==> src/hw/rtl/lrrc_pkg.sv <==
// lrrc_pkg: shared types, codes and sizes of the linked band range clipper
// depends on nothing
`default_nettype none

package lrrc_pkg;

  localparam int ROW_BITS   = 8;
  localparam int COL_BITS   = 8;
  localparam int SIZE_BITS  = 9;
  localparam int VAL_BITS   = 16;
  localparam int KIND_BITS  = 3;
  localparam int IDX_BITS   = 2;
  localparam int QDEPTH     = 4;
  localparam int QPTR_BITS  = $clog2(QDEPTH);
  localparam int QCNT_BITS  = $clog2(QDEPTH + 1);

  typedef logic [ROW_BITS-1:0]  row_t;
  typedef logic [COL_BITS-1:0]  col_t;
  typedef logic [SIZE_BITS-1:0] size_t;
  typedef logic [KIND_BITS-1:0] kind_t;
  typedef logic [VAL_BITS-1:0]  val_t;
  typedef logic [IDX_BITS-1:0]  idx_t;

  localparam logic REQ_HEADER = 1'b0;
  localparam logic REQ_RANGE  = 1'b1;

  localparam kind_t KIND_COPY   = 3'd0;
  localparam kind_t KIND_SCROLL = 3'd1;

  localparam idx_t REG_SCREEN_LINES   = 2'd0;
  localparam idx_t REG_SCREEN_COLS    = 2'd1;
  localparam idx_t REG_BAND_FIRST_ROW = 2'd2;
  localparam idx_t REG_BAND_LAST_ROW  = 2'd3;

  localparam size_t LINES_RESET = 9'd24;
  localparam size_t COLS_RESET  = 9'd80;
  localparam row_t  BAND_FIRST_RESET = 8'd0;
  localparam row_t  BAND_LAST_RESET  = 8'd23;
  localparam size_t SIZE_MAX = 9'd256;

  typedef struct packed {
    kind_t kind;
    val_t  value;
    col_t  left;
    col_t  right;
    col_t  start_col;
    row_t  start_row;
    col_t  end_col;
    row_t  end_row;
  } res_t;

  typedef struct packed {
    res_t res0;
    res_t res1;
    logic two;
  } job_t;

  function automatic size_t clamp_size(input size_t v);
    size_t r;
    r = v;
    if (v == '0) r = size_t'(1);
    else if (v > SIZE_MAX) r = SIZE_MAX;
    return r;
  endfunction

endpackage

`default_nettype wire

==> src/hw/rtl/lrrc_in_if.sv <==
// lrrc_in_if: input channel of the clipper, valid/ready with the item fields
// depends on lrrc_pkg
`default_nettype none

interface lrrc_in_if;
  import lrrc_pkg::*;

  logic  valid;
  logic  ready;
  logic  req_type;
  size_t rows_scrolled;
  kind_t range_kind;
  val_t  range_value;
  col_t  left_col;
  col_t  right_col;
  col_t  first_col;
  row_t  first_row;
  col_t  final_col;
  row_t  final_row;

  modport source (output valid, req_type, rows_scrolled, range_kind, range_value,
                  left_col, right_col, first_col, first_row, final_col, final_row,
                  input ready);
  modport sink (input valid, req_type, rows_scrolled, range_kind, range_value,
                left_col, right_col, first_col, first_row, final_col, final_row,
                output ready);
endinterface

`default_nettype wire

==> src/hw/rtl/lrrc_out_if.sv <==
// lrrc_out_if: result channel of the clipper, valid/ready with the result fields
// depends on lrrc_pkg
`default_nettype none

interface lrrc_out_if;
  import lrrc_pkg::*;

  logic  valid;
  logic  ready;
  kind_t out_kind;
  val_t  out_value;
  col_t  out_left;
  col_t  out_right;
  col_t  out_start_col;
  row_t  out_start_row;
  col_t  out_end_col;
  row_t  out_end_row;
  logic  last_of_run;

  modport source (output valid, out_kind, out_value, out_left, out_right,
                  out_start_col, out_start_row, out_end_col, out_end_row, last_of_run,
                  input ready);
  modport sink (input valid, out_kind, out_value, out_left, out_right,
                out_start_col, out_start_row, out_end_col, out_end_row, last_of_run,
                output ready);
endinterface

`default_nettype wire

==> src/hw/rtl/lrrc_front.sv <==
// lrrc_front: config registers, copy region state, classifies and clips each item
// depends on lrrc_pkg and lrrc_in_if
`default_nettype none

module lrrc_front (
  input  wire logic           clk,
  input  wire logic           rst,
  lrrc_in_if.sink             in_ch,
  input  wire logic           cfg_we,
  input  wire lrrc_pkg::idx_t cfg_index,
  input  wire lrrc_pkg::size_t cfg_data,
  input  wire logic           space,
  output logic                push,
  output lrrc_pkg::job_t      job
);
  import lrrc_pkg::*;

  size_t screen_lines;
  size_t screen_cols;
  row_t  band_first_row;
  row_t  band_last_row;
  logic  copy_active;
  row_t  copy_top;
  row_t  copy_bottom;

  size_t lines;
  row_t  lm1;
  col_t  colmax;
  size_t r;
  logic [SIZE_BITS:0] bf_r;
  logic [SIZE_BITS:0] bl_r;
  size_t bl1;
  logic  hdr_copy;
  row_t  ct_new;
  row_t  cb_new;

  row_t  sr;
  row_t  er;
  col_t  sc;
  col_t  ec;
  row_t  ct_m1;
  row_t  cb_p1;
  logic  drop;
  res_t  base;
  res_t  rng0;
  res_t  rng1;
  logic  rng_two;

  logic  accept;

  assign in_ch.ready = space;
  assign accept = in_ch.valid && space;

  always_comb begin
    lines  = clamp_size(screen_lines);
    lm1    = row_t'(lines - size_t'(1));
    colmax = col_t'(clamp_size(screen_cols) - size_t'(1));
    r      = (in_ch.rows_scrolled > SIZE_MAX) ? SIZE_MAX : in_ch.rows_scrolled;
    bf_r   = (SIZE_BITS+1)'(band_first_row) + (SIZE_BITS+1)'(r);
    bl_r   = (SIZE_BITS+1)'(band_last_row) + (SIZE_BITS+1)'(r);
    bl1    = size_t'(band_last_row) + size_t'(1);
    hdr_copy = (band_last_row != lm1) && (bf_r <= (SIZE_BITS+1)'(lm1));
    ct_new = (bf_r < (SIZE_BITS+1)'(bl1)) ? row_t'(bl1 - r) : band_first_row;
    cb_new = (bl_r > (SIZE_BITS+1)'(lm1)) ? row_t'(size_t'(lm1) - r) : band_last_row;
  end

  always_comb begin
    sr = in_ch.first_row;
    sc = in_ch.first_col;
    er = in_ch.final_row;
    ec = in_ch.final_col;
    if (sr < band_first_row) begin
      sr = band_first_row;
      sc = in_ch.left_col;
    end
    if (er > band_last_row) begin
      er = band_last_row;
      ec = in_ch.right_col;
    end
    ct_m1 = copy_top - row_t'(1);
    cb_p1 = copy_bottom + row_t'(1);
    drop = (in_ch.final_row < band_first_row) || (in_ch.first_row > band_last_row) ||
           (copy_active && (sr >= copy_top) && (er <= copy_bottom));

    base.kind  = in_ch.range_kind;
    base.value = in_ch.range_value;
    base.left  = in_ch.left_col;
    base.right = in_ch.right_col;
    base.start_col = sc;
    base.start_row = sr;
    base.end_col   = ec;
    base.end_row   = er;
    rng0 = base;
    rng1 = base;
    rng_two = 1'b0;
    if (copy_active) begin
      if (sr >= copy_top && sr <= copy_bottom) begin
        rng0.start_row = cb_p1;
        rng0.start_col = in_ch.left_col;
      end else if (er >= copy_top && er <= copy_bottom) begin
        rng0.end_row = ct_m1;
        rng0.end_col = in_ch.right_col;
      end else if (sr < copy_top && er > copy_bottom) begin
        rng_two = 1'b1;
        rng0.end_col = in_ch.right_col;
        rng0.end_row = ct_m1;
        rng1.start_col = in_ch.left_col;
        rng1.start_row = cb_p1;
      end
    end
  end

  always_comb begin
    job = '0;
    if (in_ch.req_type == REQ_HEADER) begin
      job.res0.kind      = KIND_SCROLL;
      job.res0.value     = val_t'(r);
      job.res0.left      = '0;
      job.res0.right     = colmax;
      job.res0.start_col = '0;
      job.res0.start_row = band_first_row;
      job.res0.end_col   = colmax;
      job.res0.end_row   = band_last_row;
      job.res1.kind      = KIND_COPY;
      job.res1.value     = '0;
      job.res1.left      = '0;
      job.res1.right     = colmax;
      job.res1.start_col = '0;
      job.res1.start_row = ct_new;
      job.res1.end_col   = colmax;
      job.res1.end_row   = cb_new;
      job.two            = hdr_copy;
      push = accept && (r != '0);
    end else begin
      job.res0 = rng0;
      job.res1 = rng1;
      job.two  = rng_two;
      push = accept && !drop;
    end
  end

  always_ff @(posedge clk) begin
    if (rst) begin
      screen_lines   <= LINES_RESET;
      screen_cols    <= COLS_RESET;
      band_first_row <= BAND_FIRST_RESET;
      band_last_row  <= BAND_LAST_RESET;
    end else if (cfg_we) begin
      case (cfg_index)
        REG_SCREEN_LINES:   screen_lines   <= cfg_data;
        REG_SCREEN_COLS:    screen_cols    <= cfg_data;
        REG_BAND_FIRST_ROW: band_first_row <= row_t'(cfg_data);
        REG_BAND_LAST_ROW:  band_last_row  <= row_t'(cfg_data);
        default: ;
      endcase
    end
  end

  always_ff @(posedge clk) begin
    if (rst) begin
      copy_active <= 1'b0;
      copy_top    <= '0;
      copy_bottom <= '0;
    end else if (accept && in_ch.req_type == REQ_HEADER) begin
      copy_active <= (r != '0) && hdr_copy;
      if ((r != '0) && hdr_copy) begin
        copy_top    <= ct_new;
        copy_bottom <= cb_new;
      end
    end
  end

endmodule

`default_nettype wire

==> src/hw/rtl/lrrc_queue.sv <==
// lrrc_queue: short job queue between the front and back parts
// depends on lrrc_pkg
`default_nettype none

module lrrc_queue (
  input  wire logic           clk,
  input  wire logic           rst,
  input  wire logic           push,
  input  wire lrrc_pkg::job_t push_job,
  input  wire logic           pop,
  output logic                space,
  output logic                head_valid,
  output lrrc_pkg::job_t      head
);
  import lrrc_pkg::*;

  job_t mem [QDEPTH];
  logic [QPTR_BITS-1:0] wr_ptr;
  logic [QPTR_BITS-1:0] rd_ptr;
  logic [QCNT_BITS-1:0] count;

  assign space      = (count != QCNT_BITS'(QDEPTH));
  assign head_valid = (count != '0);
  assign head       = mem[rd_ptr];

  always_ff @(posedge clk) begin
    if (push) begin
      mem[wr_ptr] <= push_job;
    end
  end

  always_ff @(posedge clk) begin
    if (rst) begin
      wr_ptr <= '0;
      rd_ptr <= '0;
      count  <= '0;
    end else begin
      if (push) wr_ptr <= wr_ptr + QPTR_BITS'(1);
      if (pop)  rd_ptr <= rd_ptr + QPTR_BITS'(1);
      case ({push, pop})
        2'b10:   count <= count + QCNT_BITS'(1);
        2'b01:   count <= count - QCNT_BITS'(1);
        default: count <= count;
      endcase
    end
  end

endmodule

`default_nettype wire

==> src/hw/rtl/lrrc_back.sv <==
// lrrc_back: issues one or two results per job through the output register
// depends on lrrc_pkg and lrrc_out_if
`default_nettype none

module lrrc_back (
  input  wire logic           clk,
  input  wire logic           rst,
  input  wire logic           head_valid,
  input  wire lrrc_pkg::job_t head,
  output logic                pop,
  lrrc_out_if.source          out_ch
);
  import lrrc_pkg::*;

  logic ovalid;
  logic half;
  res_t ores;
  logic olast;
  logic load;

  assign load = !ovalid || out_ch.ready;
  assign pop  = load && head_valid && (!head.two || half);

  always_ff @(posedge clk) begin
    if (rst) begin
      ovalid <= 1'b0;
      half   <= 1'b0;
    end else if (load) begin
      ovalid <= head_valid;
      if (head_valid) half <= head.two && !half;
    end
  end

  always_ff @(posedge clk) begin
    if (load && head_valid) begin
      ores  <= half ? head.res1 : head.res0;
      olast <= !head.two || half;
    end
  end

  assign out_ch.valid         = ovalid;
  assign out_ch.out_kind      = ores.kind;
  assign out_ch.out_value     = ores.value;
  assign out_ch.out_left      = ores.left;
  assign out_ch.out_right     = ores.right;
  assign out_ch.out_start_col = ores.start_col;
  assign out_ch.out_start_row = ores.start_row;
  assign out_ch.out_end_col   = ores.end_col;
  assign out_ch.out_end_row   = ores.end_row;
  assign out_ch.last_of_run   = olast;

endmodule

`default_nettype wire

==> src/hw/rtl/link_region_range_clipper.sv <==
// link_region_range_clipper: top level, front classifier, job queue, result issue
// depends on lrrc_pkg, lrrc_in_if, lrrc_out_if, lrrc_front, lrrc_queue, lrrc_back
//
// channel   direction  handshake     carries
// in_ch     in         valid/ready   header (lines scrolled) or one range item
// out_ch    out        valid/ready   one clipped range, last_of_run on the final one
// cfg       in         cfg_we        register index and data, no read-back
//
// an item is taken every cycle while the four-entry job queue has room
// headers and ranges give zero, one or two results; the result register
// issues one result per cycle while out_ch is ready, so a split range or
// a header with a copy range gives its two results in turn
// an accepted item is registered in the job queue, then in the output register
// reset is synchronous; out_ch stalls back up into the queue
`default_nettype none

module link_region_range_clipper (
  input  wire logic            clk,
  input  wire logic            rst,
  lrrc_in_if.sink              in_ch,
  lrrc_out_if.source           out_ch,
  input  wire logic            cfg_we,
  input  wire lrrc_pkg::idx_t  cfg_index,
  input  wire lrrc_pkg::size_t cfg_data
);
  import lrrc_pkg::*;

  logic space;
  logic push;
  job_t push_job;
  logic pop;
  logic head_valid;
  job_t head;

  lrrc_front u_front (
    .clk       (clk),
    .rst       (rst),
    .in_ch     (in_ch),
    .cfg_we    (cfg_we),
    .cfg_index (cfg_index),
    .cfg_data  (cfg_data),
    .space     (space),
    .push      (push),
    .job       (push_job)
  );

  lrrc_queue u_queue (
    .clk        (clk),
    .rst        (rst),
    .push       (push),
    .push_job   (push_job),
    .pop        (pop),
    .space      (space),
    .head_valid (head_valid),
    .head       (head)
  );

  lrrc_back u_back (
    .clk        (clk),
    .rst        (rst),
    .head_valid (head_valid),
    .head       (head),
    .pop        (pop),
    .out_ch     (out_ch)
  );

`ifndef SYNTHESIS
  a_split_follows: assert property (@(posedge clk) disable iff (rst)
    (out_ch.valid && out_ch.ready && !out_ch.last_of_run) |=>
      (out_ch.valid && out_ch.last_of_run))
    else $error("second half of a two-result item did not follow");

  a_no_result_from_empty: assert property (@(posedge clk) disable iff (rst)
    (!head_valid && !out_ch.valid) |=> !out_ch.valid)
    else $error("result appeared with an empty job queue");

  a_pop_nonempty: assert property (@(posedge clk) disable iff (rst)
    pop |-> head_valid)
    else $error("job queue popped while empty");
`endif

endmodule

`default_nettype wire
==> src/flat_wrapper.sv <==
// flat-port wrapper written by rule: the top's interface ports become plain ports
module link_region_range_clipper_flat import lrrc_pkg::*;
  (clk, rst, cfg_we, cfg_index, cfg_data, in_ch_valid, in_ch_req_type, in_ch_rows_scrolled, in_ch_range_kind, in_ch_range_value, in_ch_left_col, in_ch_right_col, in_ch_first_col, in_ch_first_row, in_ch_final_col, in_ch_final_row, in_ch_ready, out_ch_valid, out_ch_out_kind, out_ch_out_value, out_ch_out_left, out_ch_out_right, out_ch_out_start_col, out_ch_out_start_row, out_ch_out_end_col, out_ch_out_end_row, out_ch_last_of_run, out_ch_ready);
  lrrc_in_if in_ch_i ();
  lrrc_out_if out_ch_i ();
  input  wire logic clk;
  input  wire logic rst;
  input  wire logic cfg_we;
  input  wire lrrc_pkg::idx_t cfg_index;
  input  wire lrrc_pkg::size_t cfg_data;
  input wire logic [$bits(in_ch_i.valid)-1:0] in_ch_valid;
  input wire logic [$bits(in_ch_i.req_type)-1:0] in_ch_req_type;
  input wire logic [$bits(in_ch_i.rows_scrolled)-1:0] in_ch_rows_scrolled;
  input wire logic [$bits(in_ch_i.range_kind)-1:0] in_ch_range_kind;
  input wire logic [$bits(in_ch_i.range_value)-1:0] in_ch_range_value;
  input wire logic [$bits(in_ch_i.left_col)-1:0] in_ch_left_col;
  input wire logic [$bits(in_ch_i.right_col)-1:0] in_ch_right_col;
  input wire logic [$bits(in_ch_i.first_col)-1:0] in_ch_first_col;
  input wire logic [$bits(in_ch_i.first_row)-1:0] in_ch_first_row;
  input wire logic [$bits(in_ch_i.final_col)-1:0] in_ch_final_col;
  input wire logic [$bits(in_ch_i.final_row)-1:0] in_ch_final_row;
  output wire logic [$bits(in_ch_i.ready)-1:0] in_ch_ready;
  output wire logic [$bits(out_ch_i.valid)-1:0] out_ch_valid;
  output wire logic [$bits(out_ch_i.out_kind)-1:0] out_ch_out_kind;
  output wire logic [$bits(out_ch_i.out_value)-1:0] out_ch_out_value;
  output wire logic [$bits(out_ch_i.out_left)-1:0] out_ch_out_left;
  output wire logic [$bits(out_ch_i.out_right)-1:0] out_ch_out_right;
  output wire logic [$bits(out_ch_i.out_start_col)-1:0] out_ch_out_start_col;
  output wire logic [$bits(out_ch_i.out_start_row)-1:0] out_ch_out_start_row;
  output wire logic [$bits(out_ch_i.out_end_col)-1:0] out_ch_out_end_col;
  output wire logic [$bits(out_ch_i.out_end_row)-1:0] out_ch_out_end_row;
  output wire logic [$bits(out_ch_i.last_of_run)-1:0] out_ch_last_of_run;
  input wire logic [$bits(out_ch_i.ready)-1:0] out_ch_ready;
  assign in_ch_i.valid = in_ch_valid;
  assign in_ch_i.req_type = in_ch_req_type;
  assign in_ch_i.rows_scrolled = in_ch_rows_scrolled;
  assign in_ch_i.range_kind = in_ch_range_kind;
  assign in_ch_i.range_value = in_ch_range_value;
  assign in_ch_i.left_col = in_ch_left_col;
  assign in_ch_i.right_col = in_ch_right_col;
  assign in_ch_i.first_col = in_ch_first_col;
  assign in_ch_i.first_row = in_ch_first_row;
  assign in_ch_i.final_col = in_ch_final_col;
  assign in_ch_i.final_row = in_ch_final_row;
  assign in_ch_ready = in_ch_i.ready;
  assign out_ch_valid = out_ch_i.valid;
  assign out_ch_out_kind = out_ch_i.out_kind;
  assign out_ch_out_value = out_ch_i.out_value;
  assign out_ch_out_left = out_ch_i.out_left;
  assign out_ch_out_right = out_ch_i.out_right;
  assign out_ch_out_start_col = out_ch_i.out_start_col;
  assign out_ch_out_start_row = out_ch_i.out_start_row;
  assign out_ch_out_end_col = out_ch_i.out_end_col;
  assign out_ch_out_end_row = out_ch_i.out_end_row;
  assign out_ch_last_of_run = out_ch_i.last_of_run;
  assign out_ch_i.ready = out_ch_ready;
  link_region_range_clipper u_core (.clk(clk), .rst(rst), .in_ch(in_ch_i), .out_ch(out_ch_i), .cfg_we(cfg_we), .cfg_index(cfg_index), .cfg_data(cfg_data));
endmodule
==> config.mk <==
export PLATFORM = sky130hd
export DESIGN_NAME = link_region_range_clipper_flat
export DESIGN_NICKNAME = d
export VERILOG_FILES = /design/src/hw/rtl/lrrc_pkg.sv /design/src/hw/rtl/lrrc_in_if.sv /design/src/hw/rtl/lrrc_out_if.sv /design/src/hw/rtl/lrrc_front.sv /design/src/hw/rtl/lrrc_queue.sv /design/src/hw/rtl/lrrc_back.sv /design/src/hw/rtl/link_region_range_clipper.sv /design/src/flat_wrapper.sv
export SDC_FILE = /design/constraint.sdc
export NUM_CORES = 1
export LEC_CHECK = 0
export BUFFER_PORTS_ARGS = -buffer_cell sky130_fd_sc_hd__buf_2
export CAP_MARGIN = 20
export CORE_MARGIN = 4
export CORE_UTILIZATION = 59
export DETAILED_ROUTE_END_ITERATION = 8
export PLACE_DENSITY = 0.8
export SYNTH_ARGS = -nofsm -noshare
export SYNTH_HDL_FRONTEND = slang
export SYNTH_SLANG_ARGS = --single-unit
==> constraint.sdc <==
create_clock -name clk -period 14.3 [get_ports clk]
set_input_delay 2.86 -clock clk [delete_from_list [all_inputs] [get_ports clk]]
set_output_delay 2.86 -clock clk [all_outputs]
set_load 0.005 [all_outputs]
; ---- After elaboration in Yosys (flattened, before gate mapping)
; Memory sizes are Yosys's and may differ from the RTL's. A register that Yosys moved wholly into a read port is not among the register bits.
; Index checks and enable logic that the tools add are counted.
[op_classes]
add_sub_neg = 13
order_cmp = 16
eq_ne = 7
mux = 32
bitwise_logic = 1
reduce_logical = 34
[ops]
columns = operator, count
row1 = 135-bit 2-to-1 mux, 1
row2 = 16-bit 2-to-1 mux, 8
row3 = 8-bit 2-to-1 mux, 10
row4 = 67-bit 2-to-1 mux, 1
row5 = 32-bit 2-to-1 mux, 1
row6 = 9-bit > comparator (second input constant), 3
row7 = 8-bit > comparator, 3
row8 = 8-bit < comparator, 3
row9 = 8-bit by 1-bit subtractor with 8-bit output (second input constant), 3
row10 = 8-bit by 9-bit adder with 10-bit output, 2
row11 = 9-bit logical NOT, 2
row12 = 8-bit greater-or-equal comparator, 2
row13 = 8-bit <= comparator, 2
row14 = 8-bit subtractor, 2
row15 = 1-bit logical AND, 14
row16 = 2-bit AND reduction, 6
row17 = 10-bit by 8-bit > comparator with 1-bit output, 1
row18 = 10-bit by 8-bit <= comparator with 1-bit output, 1
row19 = 10-bit by 9-bit < comparator with 1-bit output, 1
row20 = 8-bit by 1-bit adder with 9-bit output (second input constant), 1
row21 = 9-bit 2-to-1 mux, 1
row22 = 9-bit nonzero test, 1
row23 = 8-bit by 1-bit adder with 8-bit output (second input constant), 1
row24 = 8-bit inequality test, 1
row25 = other kinds (15), 32
[totals]
register_bits = 128
mem_bits_rw = 540
in_bits = 93
out_inout_bits = 70
wordCells = 125
mem_count = 1
[mem_list]
columns = name, words, word_bits, rd, rd_ports_with_merged_regs, wr, line
row1 = u_core.u_queue.mem, 4, 135, 1, 1, 1, lrrc_queue.sv:17  ; job_t mem [QDEPTH];

; ---- Logic depth before layout (Yosys ltp)
[depth]
depth_word = 11
depth_mapped = 23
mapped_depth_nobuf = 21

; ---- Hierarchy
; A second synthesis with hierarchy kept.
[unflattened]
cells_unflattened = 1958
area_unflattened_um2 = 31023.5
[by_module_without_submodules]
columns = module, instances, cells_each, area_each_um2, seq_area_each_um2
row1 = lrrc_queue, 1, 752, 19881.6, 16395.7
row2 = lrrc_front, 1, 1050, 8157.8, 1021.0
row3 = lrrc_back, 1, 156, 2984.1, 2082.0

; ---- Worst setup path before layout
; OpenSTA, ideal clock, no wires.
[synth_path]
path_kind = input-to-reg
start = in in_ch_first_row[2]
end = mem u_core.u_queue.mem[0][0] (netlist name) (enable)
setup_ns = 0.594
arrival_time_ns = 10.853
required_ns = 13.706
slack_ns = 2.854
stages = 17
path_buffers = 2
path_cell_list = ha_1 -> a21o_1 -> a31oi_1 -> o21ai_0 -> o21a_1 -> buf_2 -> buf_1 -> mux2i_1 -> inv_1 -> ha_1 -> nand3_1 -> o221ai_1 -> a211oi_1 -> a21oi_1 -> o211a_1 -> o41a_1 -> nor2b_1
[synth_between]
elab_chain_cells = 11
elab_cells_between_ends = 13
classes_between = order compare: 3 / mux: 4 / reduce/logical: 6
[synth_rtl]
columns = element, line
row1 = start: declaration, flat_wrapper.sv:19  ; input wire logic [$bits(in_ch_i.first_row)-1:0] in_ch_first_row;
row2 = 8-bit < comparator, lrrc_front.sv:72  ; if (sr < band_first_row) begin
row3 = 8-bit 2-to-1 mux, lrrc_front.sv:72
row4 = 8-bit greater-or-equal comparator, lrrc_front.sv:83  ; (copy_active && (sr >= copy_top) && (er <= copy_bottom));
row5 = 1-bit logical AND (2 in series), lrrc_front.sv:83
row6 = 1-bit logical OR *, lrrc_front.sv:82  ; drop = (in_ch.final_row < band_first_row) || (in_ch.first_row > band_last_row) ||
row7 = 1-bit logical NOT *, lrrc_front.sv:138  ; push = accept && !drop;
row8 = 1-bit logical AND *, lrrc_front.sv:138
row9 = 1-bit 2-to-1 mux *, lrrc_front.sv:115  ; if (in_ch.req_type == REQ_HEADER) begin
row10 = 1-bit 2-to-1 mux *, lrrc_queue.sv:27  ; if (push) begin
row11 = 1-bit 2-to-1 mux (not written as such) *, lrrc_queue.sv:28  ; mem[wr_ptr] <= push_job;
row12 = end: declaration, lrrc_queue.sv:17
; Mark *: on every way between the ends. The rest lies on a longest branch, timed or not.

; ---- Worst setup path in the final report
[layout_path]
start = in in_ch_first_row[2]
end = mem u_core.u_queue.mem[0][104] (netlist name) (enable)
; The elaborated chain is that of the path after synthesis.

==> results.ini <==
[logic_synthesis]
synth_seq_area_share_pct=60.52
ys_ff_latch=570
synth_cells=1958
ys.flop_type=edfxtp_1
yosysUniqueCellTypes=86
async_flop_share_pct=0
yosysWarnings=0
syn_nets=2182
syn_avg_cell_area_um2=13.92
syn-cell-area_mm2=0.02726
synth_edf_count=508

[floorplan]
io_pins=163
die_w_um=222.9
initial_utilization_pct=59.93
num_rows=78
die_area_mm2=0.04970
core_mm2=0.04548
die-height_um=222.9

[drt]
wl_per_cell_um=26.40
post-route-drc-count=0
drtIter0Drc=2456
ant_nets=0
drt_wl_total_um=72870
viasPerCell=6.483
drtPass1Iterations=6
vias=17890

[critical_path]
critPathKind=in2reg
cp.arrival_ns=9.23
start_kind=input pin
slowest_stage=nor2b_4
cpPeakStageDelay_ns=0.88
path_max_fanout=49
critPathRequiredTime_ns=14.53
crit_chain=buf_2 > ha_1 > a21o_1 > a31oi_1 > o21ai_0 > o21a_1 > mux2i_1 > inv_1 > ha_1 > nand3_1 > o221ai_1 > a211oi_1 > a21oi_1 > o211a_1 > o41a_1 > nor2b_4 > buf_4 > buf_4
end_kind=register

[sta]
fin_worst_skew_ns=0.02318
setup_viol=0
max_freq_mhz=111.1
rsz0062_at_grt=no
hold_ws_ns=0.4816
slew_viol_final=0
finalSetupTns_ns=0
min_period_ns=9.000
fin_ws_ns=5.300
tightest_slew_ns=1.126
period_share_pct=62.93
finalHoldViolations=0
relSlewSlack_pct=24.45

[power_and_ir_drop]
leakage_nw=11.14
combPwrFrac_pct=25.3
intPower_mw=3.324
ir_drop_mv=0.1125
power_switching_mw=1.416
power_frac_clock_pct=28.2
switching_share_pct=29.87
power.share.sequential_pct=46.6
powerDensity_mw_per_mm2=156.1

[cts]
cts_tree=yes
htreeDepth=2
clockRootBuffer=clkbuf_16
cts_resized=0
worstSkewPairLatency_ns=0.61
cts.reportedPaths.clkPinSlew_ns=0.06
cts_hold_buf=0
numCtsBuffers=54
postCtsSetupBuffers=0
cts_sinks=570
clk_path_buf_depth=3

[grt]
antenna_found_initial=0
gr-total-overflow=0
grt_max_degree=66
grt_usage_pct=29.02
grt_pass1_wl_um=109800
grt_pass1_vias=17800

[placed_design]
portBuffers=162
preCtsSetupSlack_ns=4.711
gp_congestion=0.9660
hpwl_um=48630
dp.cells=2655
post_dp_cell_area_mm2=0.02869

[outcome]
status=complete, no violations

[cells_and_area]
drive_above_1_share_pct=19.63
fin_area_mm2=0.03036
nets=2338
area_growth_pct=11.39
final_cells=2760
antenna_cells=0

[flow_run]
cap_violations=0

[hold_path]
hold_path.class=reg2reg

## cell type report
class / instances / area, um2
fillers: 3125 / 15120
well taps: 600 / 750.7
clock inverters: 28 / 181.4
repair buffers: 192 / 1052
inverters: 97 / 365.4
multi-input cells: 1199 / 10050
flip-flops and latches: 570 / 16500
clock buffers: 74 / 1459
## per-layer routing
layer	up-vias	part of all wire [%]	track usage [%]
li1	7832	-	-
met5	-	0	0
met2	1039	48	46.75
met3	172	8.1	3.961
met4	0	4.0	10.70
met1	8851	40	41.18
## kinds of logic (layout without fill, tap and decap cells)
kind of cell / Yosys count / after routing / synth area share, %
DFF: 570 / 570 / 60.52
and+or+nand+nor: 499 / 499 / 8.584
AOI/OAI and AO/OA: 326 / 326 / 8.116
muxes: 190 / 190 / 12.10
buffers and inverters: 189 / 391 / 2.768
adders and majority gates: 131 / 131 / 6.151
xor gates and xnor gates: 53 / 53 / 1.758
## critical path, delay by kind of cell
| kind | cells | cell delay [ns] |
|---|---|---|
| AO/OA/AOI/OAI | 9 | 2.76 |
| adder cells (fa/ha/maj) | 2 | 0.60 |
| buffers and inverters | 4 | 1.47 |
| multiplexers | 1 | 0.45 |
| AND/OR/NAND/NOR | 2 | 0.99 |
## synthesized netlist by cell type (23+ instances only)
cell	number	area, um2
nor2_1	84	315.3
xnor2_1	38	332.8
nand2_1	217	814.5
nand3_1	39	195.2
inv_1	95	356.6
mux4_2	110	2477
buf_1	23	86.33
dfxtp_1	62	1241
a21o_1	25	187.7
edfxtp_1	508	15250
nor3_1	34	170.2
o21ai_0	60	300.3
clkbuf_1	52	195.2
ha_1	126	1577
mux2i_1	64	640.6
a21oi_1	85	425.4
## cell usage in the layout, fill, tap and decap left out, drive strengths merged, types with 39 or more instances in the layout
cell    count
buf       191
ha        126
dfxtp      62
mux2i      64
a21oi      86
o21ai      63
clkbuf     75
nand3      39
nor2       86
nand2     217
mux4      110
edfxtp    508
inv        99
## through the flow
step                total power [mW]  util (%)
floorplan                      2.985         -
global placement               3.381     63.07
detailed placement             3.416     63.07
CTS                            4.756     66.68
global route                   4.950     66.76
finish                         4.740     66.76
## power groups by stage
| stage | logic, mW | clock network, mW | registers [mW] |
|---|---|---|---|
| 2_1_floorplan | 0.763 | 0 | 2.22 |
| 4_1_cts | 1.20 | 1.35 | 2.21 |
| 6_report | 1.20 | 1.33 | 2.21 |
| 5_1_grt | 1.30 | 1.43 | 2.22 |
| 3_3_place_gp | 1.15 | 0 | 2.23 |
| 3_5_place_dp | 1.18 | 0 | 2.24 |
## sequential cells by signal, indices dropped and copies added (netlist names), 9 cells and up, named ones only
name                            count
u_core.u_back.out_ch.out_value     16
u_core.u_queue.mem                440
u_core.u_front.screen_cols          9
u_core.u_front.screen_lines         9
## final timing paths
kind	to	cells past startpoint	startpoint	slack, ns
worst max-delay path	u_core.u_queue.mem[0][104]$_DFFE_PP_	18	in_ch_first_row[2]	5.30
worst min-delay path	u_core.u_front.copy_top[7]$_SDFFE_PP0P_	2	u_core.u_front.copy_top[7]$_SDFFE_PP0P_	0.48
worst max register to register	u_core.u_queue.mem[0][104]$_DFFE_PP_	17	u_core.u_front.band_last_row[6]$_SDFFE_PP0P_	6.67
worst min register to register	u_core.u_front.copy_top[7]$_SDFFE_PP0P_	2	u_core.u_front.copy_top[7]$_SDFFE_PP0P_	0.48
Note: power is estimated with default switching activity, not from simulation.
